File: src/hdl/qpe_pkg.sv
`timescale 1ns / 1ps

package qpe_pkg;

  typedef logic [7:0] byte_t;
  typedef logic [6:0] col_t;

  localparam byte_t CH_TAB = 8'h09;
  localparam byte_t CH_LF  = 8'h0A;
  localparam byte_t CH_CR  = 8'h0D;
  localparam byte_t CH_SP  = 8'h20;
  localparam byte_t CH_DOT = 8'h2E;
  localparam byte_t CH_EQ  = 8'h3D;
  localparam byte_t CH_LO  = 8'h21;
  localparam byte_t CH_HI  = 8'h7E;

  localparam col_t LIMIT_MIN   = 7'd8;
  localparam col_t LIMIT_MAX   = 7'd76;
  localparam col_t LIMIT_RESET = 7'd76;

  typedef enum logic [1:0] {
    OP_NEWLINE,
    OP_CHAR,
    OP_HEX,
    OP_DOT
  } op_kind_t;

  // one classified byte handed from the front to the back
  typedef struct packed {
    byte_t    data;
    op_kind_t kind;
    logic     nl;
    logic     fin;
  } op_t;

  function automatic byte_t hex_digit(input logic [3:0] nib);
    byte_t d;
    if (nib < 4'd10) begin
      d = 8'h30 + {4'd0, nib};
    end else begin
      d = 8'h37 + {4'd0, nib};
    end
    return d;
  endfunction

  function automatic col_t clamp_limit(input col_t v);
    col_t l;
    if (v < LIMIT_MIN) begin
      l = LIMIT_MIN;
    end else if (v > LIMIT_MAX) begin
      l = LIMIT_MAX;
    end else begin
      l = v;
    end
    return l;
  endfunction

endpackage

File: src/hdl/qpe_if.sv
`timescale 1ns / 1ps

interface qpe_in_if;
  logic              valid;
  logic              ready;
  qpe_pkg::byte_t    in_byte;
  logic              last_byte;
  modport source (output valid, output in_byte, output last_byte, input ready);
  modport sink (input valid, input in_byte, input last_byte, output ready);
endinterface

interface qpe_out_if;
  logic              valid;
  logic              ready;
  qpe_pkg::byte_t    out_char;
  logic              out_last;
  modport source (output valid, output out_char, output out_last, input ready);
  modport sink (input valid, input out_char, input out_last, output ready);
endinterface

interface qpe_cfg_if;
  logic              valid;
  logic              ready;
  qpe_pkg::col_t     line_limit;
  modport source (output valid, output line_limit, input ready);
  modport sink (input valid, input line_limit, output ready);
endinterface

File: src/hdl/qpe_front.sv
`timescale 1ns / 1ps

module qpe_front (
  input  logic         clk,
  input  logic         rst_n,
  qpe_in_if.sink       in_ch,
  input  logic         q_full,
  output logic         q_push,
  output qpe_pkg::op_t q_op
);
  import qpe_pkg::*;

  byte_t      qb_r   [3];
  byte_t      qb_nxt [3];
  logic [1:0] qn_r, qn_nxt;
  logic       qend_r, qend_nxt;

  logic       pending;
  logic       has2, has3;
  logic       nl;
  logic       is_nlop;
  logic [1:0] used;
  logic [1:0] rem;
  byte_t      b;

  always_comb begin
    b       = qb_r[0];
    has2    = (qn_r >= 2'd2);
    has3    = (qn_r == 2'd3);
    pending = has3 || (qend_r && (qn_r != 2'd0));
    // a line end or the end of the data follows the front byte
    nl      = (has3 && (qb_r[1] == CH_CR) && (qb_r[2] == CH_LF))
           || (has2 && (qb_r[1] == CH_LF))
           || (qend_r && (qn_r == 2'd1));
    is_nlop = (has2 && (b == CH_CR) && (qb_r[1] == CH_LF)) || (b == CH_LF);
    used    = (is_nlop && (b == CH_CR)) ? 2'd2 : 2'd1;
    rem     = qn_r - used;

    q_op.data = b;
    q_op.nl   = nl;
    q_op.fin  = qend_r && (rem == 2'd0);
    priority if (is_nlop) begin
      q_op.kind = OP_NEWLINE;
    end else if ((b == CH_TAB) || (b == CH_SP)) begin
      q_op.kind = nl ? OP_HEX : OP_CHAR;
    end else if ((b == CH_DOT) && nl) begin
      q_op.kind = OP_DOT;
    end else if ((b >= CH_LO) && (b <= CH_HI) && (b != CH_EQ)) begin
      q_op.kind = OP_CHAR;
    end else begin
      q_op.kind = OP_HEX;
    end

    q_push      = pending && !q_full;
    in_ch.ready = !pending;
  end

  always_comb begin
    qb_nxt   = qb_r;
    qn_nxt   = qn_r;
    qend_nxt = qend_r;
    if (q_push) begin
      if (used == 2'd1) begin
        qb_nxt[0] = qb_r[1];
        qb_nxt[1] = qb_r[2];
      end else begin
        qb_nxt[0] = qb_r[2];
      end
      qn_nxt = rem;
    end else if (in_ch.valid && !pending) begin
      qb_nxt[qn_r] = in_ch.in_byte;
      qn_nxt       = qn_r + 2'd1;
      qend_nxt     = in_ch.last_byte;
    end
  end

  always_ff @(posedge clk) begin
    qb_r <= qb_nxt;
    if (!rst_n) begin
      qn_r   <= 2'd0;
      qend_r <= 1'b0;
    end else begin
      qn_r   <= qn_nxt;
      qend_r <= qend_nxt;
    end
  end

  // the closing byte of the data leaves nothing behind
  a_fin_drains: assert property (@(posedge clk) disable iff (!rst_n)
    (q_push && q_op.fin) |=> (qn_r == 2'd0))
    else $error("lookahead not empty after final byte");

endmodule

File: src/hdl/qpe_queue.sv
`timescale 1ns / 1ps

module qpe_queue #(
  parameter int DEPTH = 4
) (
  input  logic         clk,
  input  logic         rst_n,
  input  logic         push,
  input  qpe_pkg::op_t push_op,
  output logic         full,
  input  logic         pop,
  output qpe_pkg::op_t pop_op,
  output logic         not_empty
);
  import qpe_pkg::*;

  localparam int PW = $clog2(DEPTH);
  localparam int CW = $clog2(DEPTH + 1);

  op_t           mem_r [DEPTH];
  logic [PW-1:0] wr_ptr_r, wr_ptr_nxt;
  logic [PW-1:0] rd_ptr_r, rd_ptr_nxt;
  logic [CW-1:0] count_r, count_nxt;

  always_comb begin
    full       = (count_r == CW'(DEPTH));
    not_empty  = (count_r != '0);
    pop_op     = mem_r[rd_ptr_r];
    wr_ptr_nxt = wr_ptr_r;
    rd_ptr_nxt = rd_ptr_r;
    if (push) begin
      wr_ptr_nxt = (wr_ptr_r == PW'(DEPTH - 1)) ? '0 : wr_ptr_r + 1'b1;
    end
    if (pop) begin
      rd_ptr_nxt = (rd_ptr_r == PW'(DEPTH - 1)) ? '0 : rd_ptr_r + 1'b1;
    end
    unique case ({push, pop})
      2'b10:   count_nxt = count_r + 1'b1;
      2'b01:   count_nxt = count_r - 1'b1;
      default: count_nxt = count_r;
    endcase
  end

  always_ff @(posedge clk) begin
    if (push) begin
      mem_r[wr_ptr_r] <= push_op;
    end
  end

  always_ff @(posedge clk) begin
    if (!rst_n) begin
      wr_ptr_r <= '0;
      rd_ptr_r <= '0;
      count_r  <= '0;
    end else begin
      wr_ptr_r <= wr_ptr_nxt;
      rd_ptr_r <= rd_ptr_nxt;
      count_r  <= count_nxt;
    end
  end

  a_no_overrun: assert property (@(posedge clk) disable iff (!rst_n)
    count_r <= CW'(DEPTH))
    else $error("queue overrun");

endmodule

File: src/hdl/qpe_back.sv
`timescale 1ns / 1ps

module qpe_back (
  input  logic          clk,
  input  logic          rst_n,
  input  qpe_pkg::col_t limit,
  input  logic          op_valid,
  input  qpe_pkg::op_t  op,
  output logic          op_pop,
  qpe_out_if.source     out_ch
);
  import qpe_pkg::*;

  typedef enum logic [8:0] {
    P_IDLE  = 9'b000000001,
    P_SB_EQ = 9'b000000010,
    P_SB_CR = 9'b000000100,
    P_SB_LF = 9'b000001000,
    P_B0    = 9'b000010000,
    P_B1    = 9'b000100000,
    P_B2    = 9'b001000000,
    P_T_CR  = 9'b010000000,
    P_T_LF  = 9'b100000000
  } phase_t;

  phase_t phase_r, phase_nxt, phase_after;
  col_t   column_r, column_nxt;
  byte_t  cur_byte_r;
  logic   cur_hex_r, cur_nlop_r, cur_fin_r;
  logic   out_valid_r, out_valid_nxt;
  byte_t  out_char_r, out_char_nxt;
  logic   out_last_r, out_last_nxt;

  logic       dot_hex, ld_hex, ld_sb, ld_nlop;
  logic [7:0] need, sum, lim8;
  col_t       col_after;
  logic       can_emit, emit, trail;
  byte_t      emit_char;
  logic       emit_last;

  // classification meets the column when an op is taken
  always_comb begin
    ld_nlop   = (op.kind == OP_NEWLINE);
    dot_hex   = (op.kind == OP_DOT) && (column_r == '0);
    ld_hex    = (op.kind == OP_HEX) || dot_hex;
    need      = ld_hex ? 8'd3 : 8'd1;
    sum       = {1'b0, column_r} + need;
    lim8      = {1'b0, limit};
    ld_sb     = !ld_nlop && !dot_hex && ((sum > lim8) || ((sum == lim8) && !op.nl));
    col_after = ld_sb ? need[6:0] : sum[6:0];
    op_pop    = (phase_r == P_IDLE) && op_valid;
  end

  always_comb begin
    trail       = cur_fin_r && !cur_nlop_r;
    emit_char   = '0;
    emit_last   = 1'b0;
    phase_after = P_IDLE;
    unique case (phase_r)
      P_IDLE: begin
        phase_after = P_IDLE;
      end
      P_SB_EQ: begin
        emit_char   = CH_EQ;
        phase_after = P_SB_CR;
      end
      P_SB_CR: begin
        emit_char   = CH_CR;
        phase_after = P_SB_LF;
      end
      P_SB_LF: begin
        emit_char   = CH_LF;
        phase_after = P_B0;
      end
      P_B0: begin
        if (cur_nlop_r) begin
          emit_char   = CH_CR;
          phase_after = P_B1;
        end else if (cur_hex_r) begin
          emit_char   = CH_EQ;
          phase_after = P_B1;
        end else begin
          emit_char   = cur_byte_r;
          phase_after = trail ? P_T_CR : P_IDLE;
        end
      end
      P_B1: begin
        if (cur_nlop_r) begin
          emit_char   = CH_LF;
          emit_last   = cur_fin_r;
          phase_after = P_IDLE;
        end else begin
          emit_char   = hex_digit(cur_byte_r[7:4]);
          phase_after = P_B2;
        end
      end
      P_B2: begin
        emit_char   = hex_digit(cur_byte_r[3:0]);
        phase_after = trail ? P_T_CR : P_IDLE;
      end
      P_T_CR: begin
        emit_char   = CH_CR;
        phase_after = P_T_LF;
      end
      P_T_LF: begin
        emit_char   = CH_LF;
        emit_last   = 1'b1;
        phase_after = P_IDLE;
      end
      default: begin
        phase_after = P_IDLE;
      end
    endcase

    can_emit = !out_valid_r || out_ch.ready;
    emit     = (phase_r != P_IDLE) && can_emit;

    phase_nxt  = phase_r;
    column_nxt = column_r;
    if (op_pop) begin
      phase_nxt  = ld_sb ? P_SB_EQ : P_B0;
      column_nxt = (ld_nlop || op.fin) ? '0 : col_after;
    end else if (emit) begin
      phase_nxt = phase_after;
    end

    out_valid_nxt = out_valid_r;
    out_char_nxt  = out_char_r;
    out_last_nxt  = out_last_r;
    if (emit) begin
      out_valid_nxt = 1'b1;
      out_char_nxt  = emit_char;
      out_last_nxt  = emit_last;
    end else if (out_ch.ready) begin
      out_valid_nxt = 1'b0;
    end

    out_ch.valid    = out_valid_r;
    out_ch.out_char = out_char_r;
    out_ch.out_last = out_last_r;
  end

  always_ff @(posedge clk) begin
    out_char_r <= out_char_nxt;
    out_last_r <= out_last_nxt;
    if (op_pop) begin
      cur_byte_r <= op.data;
      cur_hex_r  <= ld_hex;
      cur_nlop_r <= ld_nlop;
      cur_fin_r  <= op.fin;
    end
    if (!rst_n) begin
      phase_r     <= P_IDLE;
      column_r    <= '0;
      out_valid_r <= 1'b0;
    end else begin
      phase_r     <= phase_nxt;
      column_r    <= column_nxt;
      out_valid_r <= out_valid_nxt;
    end
  end

  a_column_bound: assert property (@(posedge clk) disable iff (!rst_n)
    column_r <= LIMIT_MAX)
    else $error("column beyond line limit");

  a_last_is_lf: assert property (@(posedge clk) disable iff (!rst_n)
    (out_ch.valid && out_ch.out_last) |-> (out_ch.out_char == CH_LF))
    else $error("final character is not a line feed");

  a_fin_column: assert property (@(posedge clk) disable iff (!rst_n)
    ((phase_r != P_IDLE) && cur_fin_r) |-> (column_r == '0))
    else $error("column not cleared at end of data");

endmodule

File: src/hdl/quoted_printable_encoder_unit.sv
// Quoted-printable encoder: raw bytes with a last flag in, encoded characters out. A front
// stage holds two bytes of lookahead and classifies each byte (line end, plain, hex
// escape, lone dot) into a small queue; a back sequencer applies the column and line
// limit, inserting soft breaks, and drives the registered output. The front takes a byte
// in any cycle in which it holds no byte waiting for the queue. The back sequencer takes
// a new operation only once it has written every character of the last one, and it
// stalls while the output is held; a line end is one operation that covers both bytes
// of a CR LF pair. The line limit write is taken at once and saturated into 8..76.
`timescale 1ns / 1ps

module quoted_printable_encoder_unit #(
  parameter int QUEUE_DEPTH = 4
) (
  input  logic      clk,
  input  logic      rst_n,
  qpe_in_if.sink    in_ch,
  qpe_out_if.source out_ch,
  qpe_cfg_if.sink   cfg_ch
);
  import qpe_pkg::*;

  col_t limit_r, limit_nxt;
  logic q_full, q_push, q_pop, q_valid;
  op_t  push_op, pop_op;

  always_comb begin
    cfg_ch.ready = 1'b1;
    limit_nxt    = limit_r;
    if (cfg_ch.valid) begin
      limit_nxt = clamp_limit(cfg_ch.line_limit);
    end
  end

  always_ff @(posedge clk) begin
    if (!rst_n) begin
      limit_r <= LIMIT_RESET;
    end else begin
      limit_r <= limit_nxt;
    end
  end

  qpe_front u_front (
    .clk    (clk),
    .rst_n  (rst_n),
    .in_ch  (in_ch),
    .q_full (q_full),
    .q_push (q_push),
    .q_op   (push_op)
  );

  qpe_queue #(
    .DEPTH (QUEUE_DEPTH)
  ) u_queue (
    .clk       (clk),
    .rst_n     (rst_n),
    .push      (q_push),
    .push_op   (push_op),
    .full      (q_full),
    .pop       (q_pop),
    .pop_op    (pop_op),
    .not_empty (q_valid)
  );

  qpe_back u_back (
    .clk      (clk),
    .rst_n    (rst_n),
    .limit    (limit_r),
    .op_valid (q_valid),
    .op       (pop_op),
    .op_pop   (q_pop),
    .out_ch   (out_ch)
  );

endmodule

File: src/flat_wrapper.sv
// flat-port wrapper written by rule: the top's interface ports become plain ports
module quoted_printable_encoder_unit_flat import qpe_pkg::*;
#(
  parameter int QUEUE_DEPTH = 4
)
  (clk, rst_n, in_ch_valid, in_ch_in_byte, in_ch_last_byte, in_ch_ready, out_ch_valid, out_ch_out_char, out_ch_out_last, out_ch_ready, cfg_ch_valid, cfg_ch_line_limit, cfg_ch_ready);
  qpe_in_if in_ch_i ();
  qpe_out_if out_ch_i ();
  qpe_cfg_if cfg_ch_i ();
  input  logic clk;
  input  logic rst_n;
  input wire logic [$bits(in_ch_i.valid)-1:0] in_ch_valid;
  input wire logic [$bits(in_ch_i.in_byte)-1:0] in_ch_in_byte;
  input wire logic [$bits(in_ch_i.last_byte)-1:0] in_ch_last_byte;
  output wire logic [$bits(in_ch_i.ready)-1:0] in_ch_ready;
  output wire logic [$bits(out_ch_i.valid)-1:0] out_ch_valid;
  output wire logic [$bits(out_ch_i.out_char)-1:0] out_ch_out_char;
  output wire logic [$bits(out_ch_i.out_last)-1:0] out_ch_out_last;
  input wire logic [$bits(out_ch_i.ready)-1:0] out_ch_ready;
  input wire logic [$bits(cfg_ch_i.valid)-1:0] cfg_ch_valid;
  input wire logic [$bits(cfg_ch_i.line_limit)-1:0] cfg_ch_line_limit;
  output wire logic [$bits(cfg_ch_i.ready)-1:0] cfg_ch_ready;
  assign in_ch_i.valid = in_ch_valid;
  assign in_ch_i.in_byte = in_ch_in_byte;
  assign in_ch_i.last_byte = in_ch_last_byte;
  assign in_ch_ready = in_ch_i.ready;
  assign out_ch_valid = out_ch_i.valid;
  assign out_ch_out_char = out_ch_i.out_char;
  assign out_ch_out_last = out_ch_i.out_last;
  assign out_ch_i.ready = out_ch_ready;
  assign cfg_ch_i.valid = cfg_ch_valid;
  assign cfg_ch_i.line_limit = cfg_ch_line_limit;
  assign cfg_ch_ready = cfg_ch_i.ready;
  quoted_printable_encoder_unit #(.QUEUE_DEPTH(QUEUE_DEPTH)) u_core (.clk(clk), .rst_n(rst_n), .in_ch(in_ch_i), .out_ch(out_ch_i), .cfg_ch(cfg_ch_i));
endmodule
File: config.mk
export PLATFORM = sky130hd
export DESIGN_NAME = quoted_printable_encoder_unit_flat
export DESIGN_NICKNAME = d
export VERILOG_FILES = /design/src/hdl/qpe_pkg.sv /design/src/hdl/qpe_if.sv /design/src/hdl/qpe_front.sv /design/src/hdl/qpe_queue.sv /design/src/hdl/qpe_back.sv /design/src/hdl/quoted_printable_encoder_unit.sv /design/src/flat_wrapper.sv
export SDC_FILE = /design/constraint.sdc
export NUM_CORES = 1
export LEC_CHECK = 0
export BUFFER_PORTS_ARGS = -buffer_cell sky130_fd_sc_hd__buf_2
export CAP_MARGIN = 40
export CORE_UTILIZATION = 40
export DETAILED_ROUTE_END_ITERATION = 10
export GPL_ROUTABILITY_DRIVEN = 0
export PLACE_DENSITY = 0.66
export RECOVER_POWER = 50
export REMOVE_ABC_BUFFERS = 1
export SYNTH_ARGS = -nofsm -noshare
export SYNTH_HDL_FRONTEND = slang
export SYNTH_HIERARCHICAL = 1
export SYNTH_SLANG_ARGS = --single-unit
File: constraint.sdc
create_clock -name clk -period 7.06 [get_ports clk]
set_input_delay 1.059 -clock clk [delete_from_list [all_inputs] [get_ports clk]]
set_output_delay 1.059 -clock clk [all_outputs]
set_load 0.02 [all_outputs]
==> results of run 1 <==
-- per-layer routing --
layer	wire (µm)	part of all wire, %	GRT usage, %
met5	0	0	0
met4	248	2.1	6.436
met3	624	5.2	5.405
met2	5826	48	26.49
met1	5363	44	18.41
-- critical path, cell delays in order (launching register included) --
cell	delay (ps)
dfxtp_1	830
mux4_2	630
a21boi_0	450
inv_1	110
fa_1	440
nor2_1	190
nand3_1	120
xnor2_1	160
ha_1	330
nand3_1	100
or3_1	340
a32o_1	240
o21ai_1	410
a32o_1	240
-- synthesized netlist by cell type, types with 3 or more instances --
cell      instances  area (µm²)
buf_4            10       75.07
xor2_1            4       35.03
o31ai_1           3       22.52
a21oi_1          28       140.1
o21ai_0          20       100.1
nor4bb_1          3       30.03
and3_1            4       25.02
nand2_1          32       120.1
nand3_1          10       50.05
and2_1           12       75.07
o21ai_1           9       45.04
nor2b_1          15       93.84
inv_1            32       120.1
a31oi_1           5       31.28
o21a_1            4       30.03
mux4_2           10       225.2
mux2i_1           4       40.04
or2_2             4       25.02
or3_1             7       43.79
dfxtp_1          36       720.7
nand4_1           8       50.05
o221ai_1          4       35.03
nor3_1           19       95.09
o21bai_1          4       30.03
clkbuf_1          5       18.77
nor4_1            6       37.54
a22o_1            8       70.07
ha_1             21       262.8
buf_2             7       35.03
nor3b_1           4       30.03
xnor2_1           9       78.83
nand2b_1          5       31.28
a32o_1            7       70.07
edfxtp_1         92        2763
buf_6             4       45.04
nor2_1           33       123.9
-- how the worst min path moves through the flow --
stage                                              start                             end  depth (start not counted)
after floorplan           u_core/limit_r[1]$_SDFFE_PN0P_  u_core/limit_r[1]$_SDFFE_PN0P_                          1
after global placement    u_core/limit_r[1]$_SDFFE_PN0P_  u_core/limit_r[1]$_SDFFE_PN0P_                          1
after detailed placement  u_core/limit_r[1]$_SDFFE_PN0P_  u_core/limit_r[1]$_SDFFE_PN0P_                          1
after CTS                 u_core/limit_r[1]$_SDFFE_PN0P_  u_core/limit_r[1]$_SDFFE_PN0P_                          1
after global routing      u_core/limit_r[1]$_SDFFE_PN0P_  u_core/limit_r[1]$_SDFFE_PN0P_                          1
final                     u_core/limit_r[1]$_SDFFE_PN0P_  u_core/limit_r[1]$_SDFFE_PN0P_                          1
-- report_power, final --
group / total, mW / internal, mW / switching, mW
registers: 1.11 / 0.979 / 0.128
logic: 0.597 / 0.227 / 0.370
clock network: 0.860 / 0.524 / 0.337
-- area by class of cell --
type                       instances  share of cell area, %
sequential                       128                  48.22
multi-input combinational        357                  36.39
clock buffer                      17                  5.889
tap                              216                  3.742
clock inverter                    14                  2.165
timing repair buffer              32                  1.871
inverter                          33                  1.715
-- logic make-up (layout without fill, tap and decap cells) --
kind of cell / count (synthesis) / after routing
other: 1 / 1
muxes: 18 / 18
xor gates and xnor gates: 13 / 13
and+or+nand+nor: 184 / 184
adders and majority gates: 23 / 23
DFF: 128 / 128
buffers and inverters: 60 / 96
AOI/OAI and AO/OA: 118 / 118
-- per-stage QoR --
stage | util (%) | cells | worst slack (ps)
floorplan | - | 518 | 3016
global placement | 42.28 | 765 | 2495
detailed placement | 42.32 | 766 | 2394
CTS | 45.99 | 797 | 2360
global route | 45.64 | 797 | 2062
finish | 45.64 | 797 | 2419
-- layout by cell type (no fill, tap or decap), types with 17 or more instances in the layout --
cell,synthesis,layout
edfxtp_1,92,92
dfxtp_1,36,36
nor2_1,33,33
inv_1,32,33
nand2_1,32,32
a21oi_1,28,28
o21ai_0,20,23
ha_1,21,21
clkbuf_1,5,20
nor3_1,19,19
clkbuf_16,0,17
-- sequential cells by signal, indices dropped and copies added, names as in the netlist, 2 cells and up, named ones only --
name,cells
u_core/u_queue/mem_r,48
u_core/u_back/cur_byte_r,8
u_core/limit_r,7
u_core/u_back/column_r,7
u_core/u_queue/wr_ptr_r,2
u_core/u_back/phase_r,9
u_core/u_queue/rd_ptr_r,2
u_core/u_front/b,8
u_core/u_queue/count_r,3
u_core/u_back/out_ch.out_char,8
u_core/u_front/qb_r,16
u_core/u_front/qn_r,2
==> impl_metrics.env, run 1 <==
export IMPL_status="finished, violations left"
export IMPL_violations="capacitance limit, slew limit"
export IMPL_post_dp_cell_area_mm2=0.006698
export IMPL_synth_cells=545
export IMPL_nets=613
export IMPL_vias=4288
export IMPL_ant_nets=0
export IMPL_cts_resized=0
export IMPL_wl_um=12060
export IMPL_hpwl_um=8355
export IMPL_async_flop_share_pct=0
export IMPL_finalSetupTns_ps=0
export IMPL_p_total_mw=2.563
export IMPL_crit_path_end="u_core/u_back/column_r[3]$_SDFFE_PN0P_"
export IMPL_synth_seq_area_share_pct=54.05
export IMPL_synth_top_family_by_area="simple AND/OR/NAND/NOR gates"
export IMPL_grt_max_degree=25
export IMPL_first_global_vias=4110
export IMPL_hold_path_class="reg2reg"
export IMPL_min_period_ps=4641
export IMPL_viasPerCell=5.380
export IMPL_power_leakage_nw=2.607
export IMPL_tightest_slew_ps=2172
export IMPL_grt_usage_pct=15.75
export IMPL_antenna_found_initial=0
export IMPL_core_area_mm2=0.01583
export IMPL_cts_htree_levels=4
export IMPL_ios=33
export IMPL_fp_dieH_um=128.9
export IMPL_drc=0
export IMPL_start_util_pct=40.72
export IMPL_synth_avg_cell_area_um2=11.83
export IMPL_clock_latency_ps=420
export IMPL_rsz0062_at_grt="no"
export IMPL_synth_xor_area_share_pct=1.767
export IMPL_die_w_um=128.9
export IMPL_overflow=0
export IMPL_slew_violations=14
export IMPL_drtIter0Drc=287
export IMPL_p_per_area_mw_per_mm2=354.9
export IMPL_final_design_area_no_fill_mm2=0.007223
export IMPL_synth_edf_count=92
export IMPL_clock_fmax_ghz=0.2155
export IMPL_postCtsSetupBuffers=0
export IMPL_tritoncts="built"
export IMPL_ys_flop_type="edfxtp_1"
export IMPL_grt_pass1_wl_um=20170
export IMPL_dieArea_mm2=0.01662
export IMPL_holdWs_ps=488.4
export IMPL_synth_compound_area_share_pct=12.74
export IMPL_drtPass1Iterations=4
export IMPL_worstPathArrival_ps=5000
export IMPL_synth_mux_area_fraction_pct=5.281
export IMPL_clock_sinks=128
export IMPL_netlist_area_mm2=0.006445
export IMPL_required_ps=7420
export IMPL_fillCellCount=1440
export IMPL_r2r_cells=13
export IMPL_ys_seq_elements=128
export IMPL_hold_viol_final=0
export IMPL_cts_clk_slew_worst_paths_ps=60
export IMPL_yosysWarnings=6
export IMPL_cts_path_max_buffers=2
export IMPL_wl_per_cell_um=15.13
export IMPL_yosys_area_share_adder_pct=4.698
export IMPL_multi_input_area_mm2=0.002629
export IMPL_n_antenna_cell=0
export IMPL_worstPathMaxFanout=12
export IMPL_setup_viol=0
export IMPL_peakVddDrop_mv=0.1914
export IMPL_maxCapViolCount=1
export IMPL_regArea_mm2=0.003483
export IMPL_rrSetupSlack_ps=2420
export IMPL_postCtsHoldBufs=0
export IMPL_maxSlewHeadroom_pct=-46.84
export IMPL_start_kind="register"
export IMPL_end_kind="register"
export IMPL_period_share_pct=65.74
export IMPL_synth_simple_gate_area_share_pct=16.73
export IMPL_io_buffers=31
export IMPL_rows=46
export IMPL_fin_worst_skew_ps=8.044
export IMPL_layout_drive_gt1_share_pct=11.88
export IMPL_clockRootBuffer="clkbuf_16"
export IMPL_worstSetupPathType="reg2reg"
export IMPL_area_growth_synth_to_final_pct=12.08
export IMPL_cts_buffers=17
export IMPL_yosysUniqueCellTypes=79
export IMPL_reg2reg_to="u_core/u_back/column_r[3]$_SDFFE_PN0P_"
Note: power is estimated with default switching activity, not from simulation.
==> run 2, diff against run 1 <==
clock period = 4.35 ns   (was 7.06 ns; I/O delays follow)
==> run 2 against run 1 <==
  * The flow now finishes without violations
  * Die area stayed put
  * Power grew 63%
  * Maximum frequency is 15% higher
  * Critical path type unchanged
==> impl_metrics.env, run 2 (synthesis gave the netlist of run 1 again) <==
export IMPL_clock_sinks=128
export IMPL_hold_viol_final=0
export IMPL_peakVddDrop_mv=0.3199
export IMPL_cpPeakStageDelay_ps=570
export IMPL_overflow=0
export IMPL_rows=46
export IMPL_slew_violations=0
export IMPL_cp_num_buf_inv=1
export IMPL_clockRootBuffer="clkbuf_16"
export IMPL_r2r_cells=13
export IMPL_cts_path_max_buffers=2
export IMPL_crit_chain="mux4_2, a21boi_1, inv_1, fa_1, nor2_1, nand3_1, xnor2_1, ha_1, nand3_1, or3_1, a32o_1, o21ai_4, a32o_1"
export IMPL_wl_um=12120
export IMPL_cts_htree_levels=4
export IMPL_clock_fmax_ghz=0.2471
export IMPL_period_share_pct=93.02
export IMPL_layout_common_cells="edfxtp_1, dfxtp_1, nor2_1, inv_1, nand2_1"
export IMPL_clock_latency_ps=420
export IMPL_drtIter0Drc=339
export IMPL_largest_reg_flops=48
export IMPL_maxCapViolCount=0
export IMPL_start_util_pct=40.72
export IMPL_grt_pass1_wl_um=20070
export IMPL_required_ps=4710
export IMPL_min_period_ps=4046
export IMPL_crit_path_end="u_core/u_back/column_r[3]$_SDFFE_PN0P_"
export IMPL_grt_usage_pct=15.67
export IMPL_p_total_mw=4.177
export IMPL_dieArea_mm2=0.01662
export IMPL_rrSetupSlack_ps=300
export IMPL_tightest_slew_ps=1034
export IMPL_wl_per_cell_um=15.14
export IMPL_start_kind="register"
export IMPL_crit_path_top_delay_cell="mux4_2"
export IMPL_final_common_cell="edfxtp_1"
export IMPL_cts_buffers=17
export IMPL_worstPathMaxFanout=7
export IMPL_end_kind="register"
export IMPL_hold_path_class="in2reg"
export IMPL_grt_max_degree=25
export IMPL_layout_drive_gt1_share_pct=11.99
export IMPL_fp_dieH_um=128.9
export IMPL_vias=4334
export IMPL_tritoncts="built"
export IMPL_worst_path_stages=13
export IMPL_ant_nets=0
export IMPL_max_flop_register="u_core/u_queue/mem_r"
export IMPL_power_leakage_nw=2.625
export IMPL_cpLargestDelayFamily="compound AO/OA/AOI/OAI gates"
export IMPL_nets=615
export IMPL_hpwl_um=8314
export IMPL_rsz0062_at_grt="no"
export IMPL_antenna_found_initial=0
export IMPL_ios=33
export IMPL_cts_clk_slew_worst_paths_ps=60
export IMPL_maxSlewHeadroom_pct=31.05
export IMPL_n_antenna_cell=0
export IMPL_reg2reg_to="u_core/u_back/column_r[3]$_SDFFE_PN0P_"
export IMPL_largestRegisters="u_core/u_queue/mem_r (48), u_core/u_front/qb_r (16), u_core/u_back/phase_r (9)"
export IMPL_worstSetupPathType="reg2reg"
export IMPL_status="finished, final reports clean"
export IMPL_io_buffers=31
export IMPL_viasPerCell=5.418
export IMPL_first_global_vias=4264
export IMPL_p_per_area_mw_per_mm2=575.7
export IMPL_finalSetupTns_ps=0
export IMPL_drc=0
export IMPL_setup_viol=0
export IMPL_die_w_um=128.9
export IMPL_drtPass1Iterations=5
export IMPL_core_area_mm2=0.01583
export IMPL_fin_worst_skew_ps=9.893
export IMPL_worstPathArrival_ps=4400
export IMPL_area_growth_synth_to_final_pct=12.58
## run 2: cell types whose count changed in the layout (fill, tap and decap cells not counted), moves of 2 or more
| cell | previous run | this run |
|---|---|---|
| clkinv_2 | 2 | 0 |
| inv_6 | 6 | 8 |
| clkinv_4 | 3 | 1 |
| o21ai_0 | 23 | 21 |
## run 2: power by group
part	internal (mW)	switching (mW)	total, mW
clock network	0.859	0.556	1.42
logic	0.368	0.609	0.978
registers	1.59	0.196	1.78
## run 2: routing by layer
layer  share of wire, %  GRT usage [%]  wire length (µm)
met5                  0              0                 0
met4                2.6          7.543               316
met3                5.0          4.407               602
met2                 48          26.10              5821
met1                 44          18.72              5373
## run 2: repair_timing
item	CTS	global route
buffers inserted	0	0
hold buffers	0	0
resized for setup	1	2
setup endpoints to repair	5	7
pin swaps	0	0
## run 2: layout make-up
type / count / area, µm²
sequential: 128 / 3483
inverter: 33 / 123.9
clock buffer: 17 / 425.4
timing repair buffer: 34 / 146.4
fill: 1429 / 8572
multi-input combinational: 357 / 2638
clock inverter: 15 / 168.9
tap: 216 / 270.3
## run 2: worst min path at each step
stage,depth (start not counted),slack [ps],from,endpoint
floorplan,1,450,u_core/limit_r[1]$_SDFFE_PN0P_,u_core/limit_r[1]$_SDFFE_PN0P_
global placement,1,470,u_core/limit_r[1]$_SDFFE_PN0P_,u_core/limit_r[1]$_SDFFE_PN0P_
detailed placement,1,480,u_core/limit_r[1]$_SDFFE_PN0P_,u_core/limit_r[1]$_SDFFE_PN0P_
CTS,1,420,in_ch_in_byte[0],u_core/u_front/qb_r[0]$_DFFE_PP_
global route,2,440,cfg_ch_line_limit[0],u_core/limit_r[0]$_SDFFE_PN0P_
finish,2,460,cfg_ch_line_limit[0],u_core/limit_r[0]$_SDFFE_PN0P_
## run 2: through the flow
step	worst slack [ps]	hold slack (ps)	util, %	std cells	cell area, µm²
finish	303.6	456.1	45.84	800	7256
CTS	132.1	421.2	46.19	800	7311
global placement	244.5	473.7	42.38	767	6708
floorplan	306.0	448.4	-	518	6267
global route	75.09	439.8	45.84	800	7256
detailed placement	41.41	478.2	42.41	768	6713
## run 2: worst register-to-register path, stage by stage (launching register included)
cell      delay (ps)
dfxtp_1          470
mux4_2           570
a21boi_1         300
inv_1            100
fa_1             450
nor2_1           200
nand3_1          130
xnor2_1          180
ha_1             340
nand3_1          120
or3_1            350
a32o_1           280
o21ai_4          280
a32o_1           220
==> run 3, diff against run 2 <==
--- a/config.mk
+++ b/config.mk
@@ -14,3 +14,2 @@
 export RECOVER_POWER = 50
-export REMOVE_ABC_BUFFERS = 1
 export SYNTH_ARGS = -nofsm -noshare
--- a/constraint.sdc
+++ b/constraint.sdc
@@ -3,2 +3,2 @@
 set_output_delay 0.6525 -clock clk [all_outputs]
-set_load 0.02 [all_outputs]
+set_load 0.05 [all_outputs]
==> run 3 against run 2 <==
  * Flip-flop and latch count did not move
  * Worst setup slack improved by 8.9 ps
  * Sequential power barely moved
  * Routed wire length rose by 0.29%
  * Maximum frequency rose by 0.22%
  * Clock power fell by 4%
  * Clock skew fell by 3.8 ps
  * Final cell count did not move
  * Critical endpoint is now u_core/u_back/column_r[6]$_SDFFE_PN0P_
  * Largest power group unchanged
  * Highest routed layer unchanged
==> impl_metrics.env, run 3 (synthesis gave the netlist of run 1 again) <==
export IMPL_worst_path_stages=14
export IMPL_cpPeakStageDelay_ps=450
export IMPL_start_util_pct=40.72
export IMPL_drtPass1Iterations=4
export IMPL_area_growth_synth_to_final_pct=12.46
export IMPL_clockRootBuffer="clkbuf_16"
export IMPL_hold_viol_final=0
export IMPL_clock_latency_ps=420
export IMPL_met2_usage_pct=26.42
export IMPL_cts_clk_slew_worst_paths_ps=50
export IMPL_layout_common_cells="edfxtp_1, dfxtp_1, nor2_1, inv_1, nand2_1"
export IMPL_grt_pass1_wl_um=20470
export IMPL_rows=46
export IMPL_crit_chain="nor4_1, nand4_1, a21boi_0, inv_1, fa_1, nor2_1, nand3_1, xnor2_1, ha_1, nand3_1, or3_1, a32o_1, o21ai_2, a32o_1"
export IMPL_wl_um=12150
export IMPL_cp_num_buf_inv=1
export IMPL_reg2reg_to="u_core/u_back/column_r[6]$_SDFFE_PN0P_"
export IMPL_nets=616
export IMPL_crit_path_top_delay_cell="fa_1"
export IMPL_core_area_mm2=0.01583
export IMPL_slew_violations=0
export IMPL_busiest_layer="met2"
export IMPL_tightest_slew_ps=990.4
export IMPL_clock_sinks=128
export IMPL_grt_usage_pct=16.05
export IMPL_maxCapViolCount=0
export IMPL_ios=33
export IMPL_clock_fmax_ghz=0.2477
export IMPL_largest_reg_flops=48
export IMPL_hpwl_um=8472
export IMPL_rrSetupSlack_ps=310
export IMPL_peakVddDrop_mv=0.2893
export IMPL_grt_use_met1_pct=19.80
export IMPL_final_common_cell="edfxtp_1"
export IMPL_cpLargestDelayFamily="simple AND/OR/NAND/NOR gates"
export IMPL_drc=0
export IMPL_vias=4301
export IMPL_maxSlewHeadroom_pct=33.97
export IMPL_io_buffers=31
export IMPL_postCtsSetupBuffers=0
export IMPL_die_w_um=128.9
export IMPL_power_leakage_nw=2.616
export IMPL_p_per_area_mw_per_mm2=582.6
export IMPL_rsz0062_at_grt="no"
export IMPL_gr_usage_met3_pct=4.782
export IMPL_startpoint="u_core/u_back/column_r[3]$_SDFFE_PN0P_"
export IMPL_cts_buffers=17
export IMPL_viasPerCell=5.376
export IMPL_required_ps=4710
export IMPL_grt_max_degree=25
export IMPL_r2r_cells=14
export IMPL_overflow=0
export IMPL_ant_nets=0
export IMPL_n_antenna_cell=0
export IMPL_first_global_vias=4184
export IMPL_worstSetupPathType="reg2reg"
export IMPL_synth_nets=589
export IMPL_cts_path_max_buffers=2
export IMPL_fin_worst_skew_ps=6.094
export IMPL_crit_reg2reg_launch="u_core/u_back/column_r[3]$_SDFFE_PN0P_"
export IMPL_antenna_found_initial=0
export IMPL_end_kind="register"
export IMPL_period_share_pct=92.82
export IMPL_dieArea_mm2=0.01662
export IMPL_p_total_mw=4.223
export IMPL_finalSetupTns_ps=0
export IMPL_tritoncts="built"
export IMPL_cts_htree_levels=4
export IMPL_largestRegisters="u_core/u_queue/mem_r (48), u_core/u_front/qb_r (16), u_core/u_back/phase_r (9)"
export IMPL_start_kind="register"
export IMPL_drtIter0Drc=323
export IMPL_setup_viol=0
export IMPL_min_period_ps=4038
export IMPL_status="finished, final reports clean"
export IMPL_wl_per_cell_um=15.19
export IMPL_crit_path_end="u_core/u_back/column_r[6]$_SDFFE_PN0P_"
export IMPL_hold_path_class="in2reg"
export IMPL_worstPathMaxFanout=7
export IMPL_fp_dieH_um=128.9
export IMPL_layout_drive_gt1_share_pct=12.33
export IMPL_worstPathArrival_ps=4390
export IMPL_hold_path_depth=2
export IMPL_max_flop_register="u_core/u_queue/mem_r"
-- run 3: changes by cell type in the layout (fill, tap and decap cells not counted), sizes merged --
cell,previous run,this run
buf,13,14
clkbuf,38,39
clkinv,2,5
clkinvlp,2,4
inv,42,35
-- run 3: metal layers --
| layer | wire length, µm | vias to the layer above |
|---|---|---|
| li1 | - | 2123 |
| met1 | 5576 | 2066 |
| met2 | 5893 | 95 |
| met3 | 480 | 17 |
| met4 | 200 | 0 |
| met5 | 0 | - |
-- run 3: report_power, final --
| group | switching [mW] | internal, mW |
|---|---|---|
| Combinational | 0.703 | 0.372 |
| Clock | 0.521 | 0.840 |
| Sequential | 0.198 | 1.59 |
-- run 3: metrics by stage --
stage               setup slack (ps)  hold WS, ps  utilization, %  std cells  area (µm²)
floorplan                      530.9        448.4               -        545        6445
detailed placement             236.9        473.4           42.46        769        6720
global placement               345.4        470.2           42.43        768        6715
CTS                            195.6        424.5           46.06        800        7289
finish                         312.5        464.5           45.79        800        7248
global route                   46.78        431.2           45.79        800        7248
-- run 3: layout make-up --
cell class | count | area [µm²]
clock buffers | 18 | 429.2
well taps | 216 | 270.3
inverters | 33 | 123.9
clock inverters | 13 | 140.1
repair buffers | 35 | 153.9
flip-flops and latches | 128 | 3483
fillers | 1426 | 8579
multi-input cells | 357 | 2648
-- run 3: worst min path at each step --
| stage | from | to | slack [ps] |
|---|---|---|---|
| finish | cfg_ch_line_limit[0] | u_core/limit_r[0]$_SDFFE_PN0P_ | 460 |
| global route | cfg_ch_line_limit[0] | u_core/limit_r[0]$_SDFFE_PN0P_ | 430 |
| CTS | in_ch_in_byte[0] | u_core/u_front/qb_r[0]$_DFFE_PP_ | 420 |
| detailed placement | u_core/limit_r[1]$_SDFFE_PN0P_ | u_core/limit_r[1]$_SDFFE_PN0P_ | 470 |
| global placement | u_core/limit_r[1]$_SDFFE_PN0P_ | u_core/limit_r[1]$_SDFFE_PN0P_ | 470 |
| floorplan | u_core/limit_r[1]$_SDFFE_PN0P_ | u_core/limit_r[1]$_SDFFE_PN0P_ | 450 |
-- run 3: worst register-to-register path, cell delays in order, from the launching register on --
cell,delay [ps]
dfxtp_1,340
nor4_1,450
nand4_1,140
a21boi_0,420
inv_1,110
fa_1,450
nor2_1,200
nand3_1,130
xnor2_1,160
ha_1,320
nand3_1,120
or3_1,350
a32o_1,250
o21ai_2,320
a32o_1,220
-- run 3: repair_timing --
action,in CTS,in global routing
hold buffers,0,0
gates resized for setup,0,1
endpoints found under the setup margin,0,7
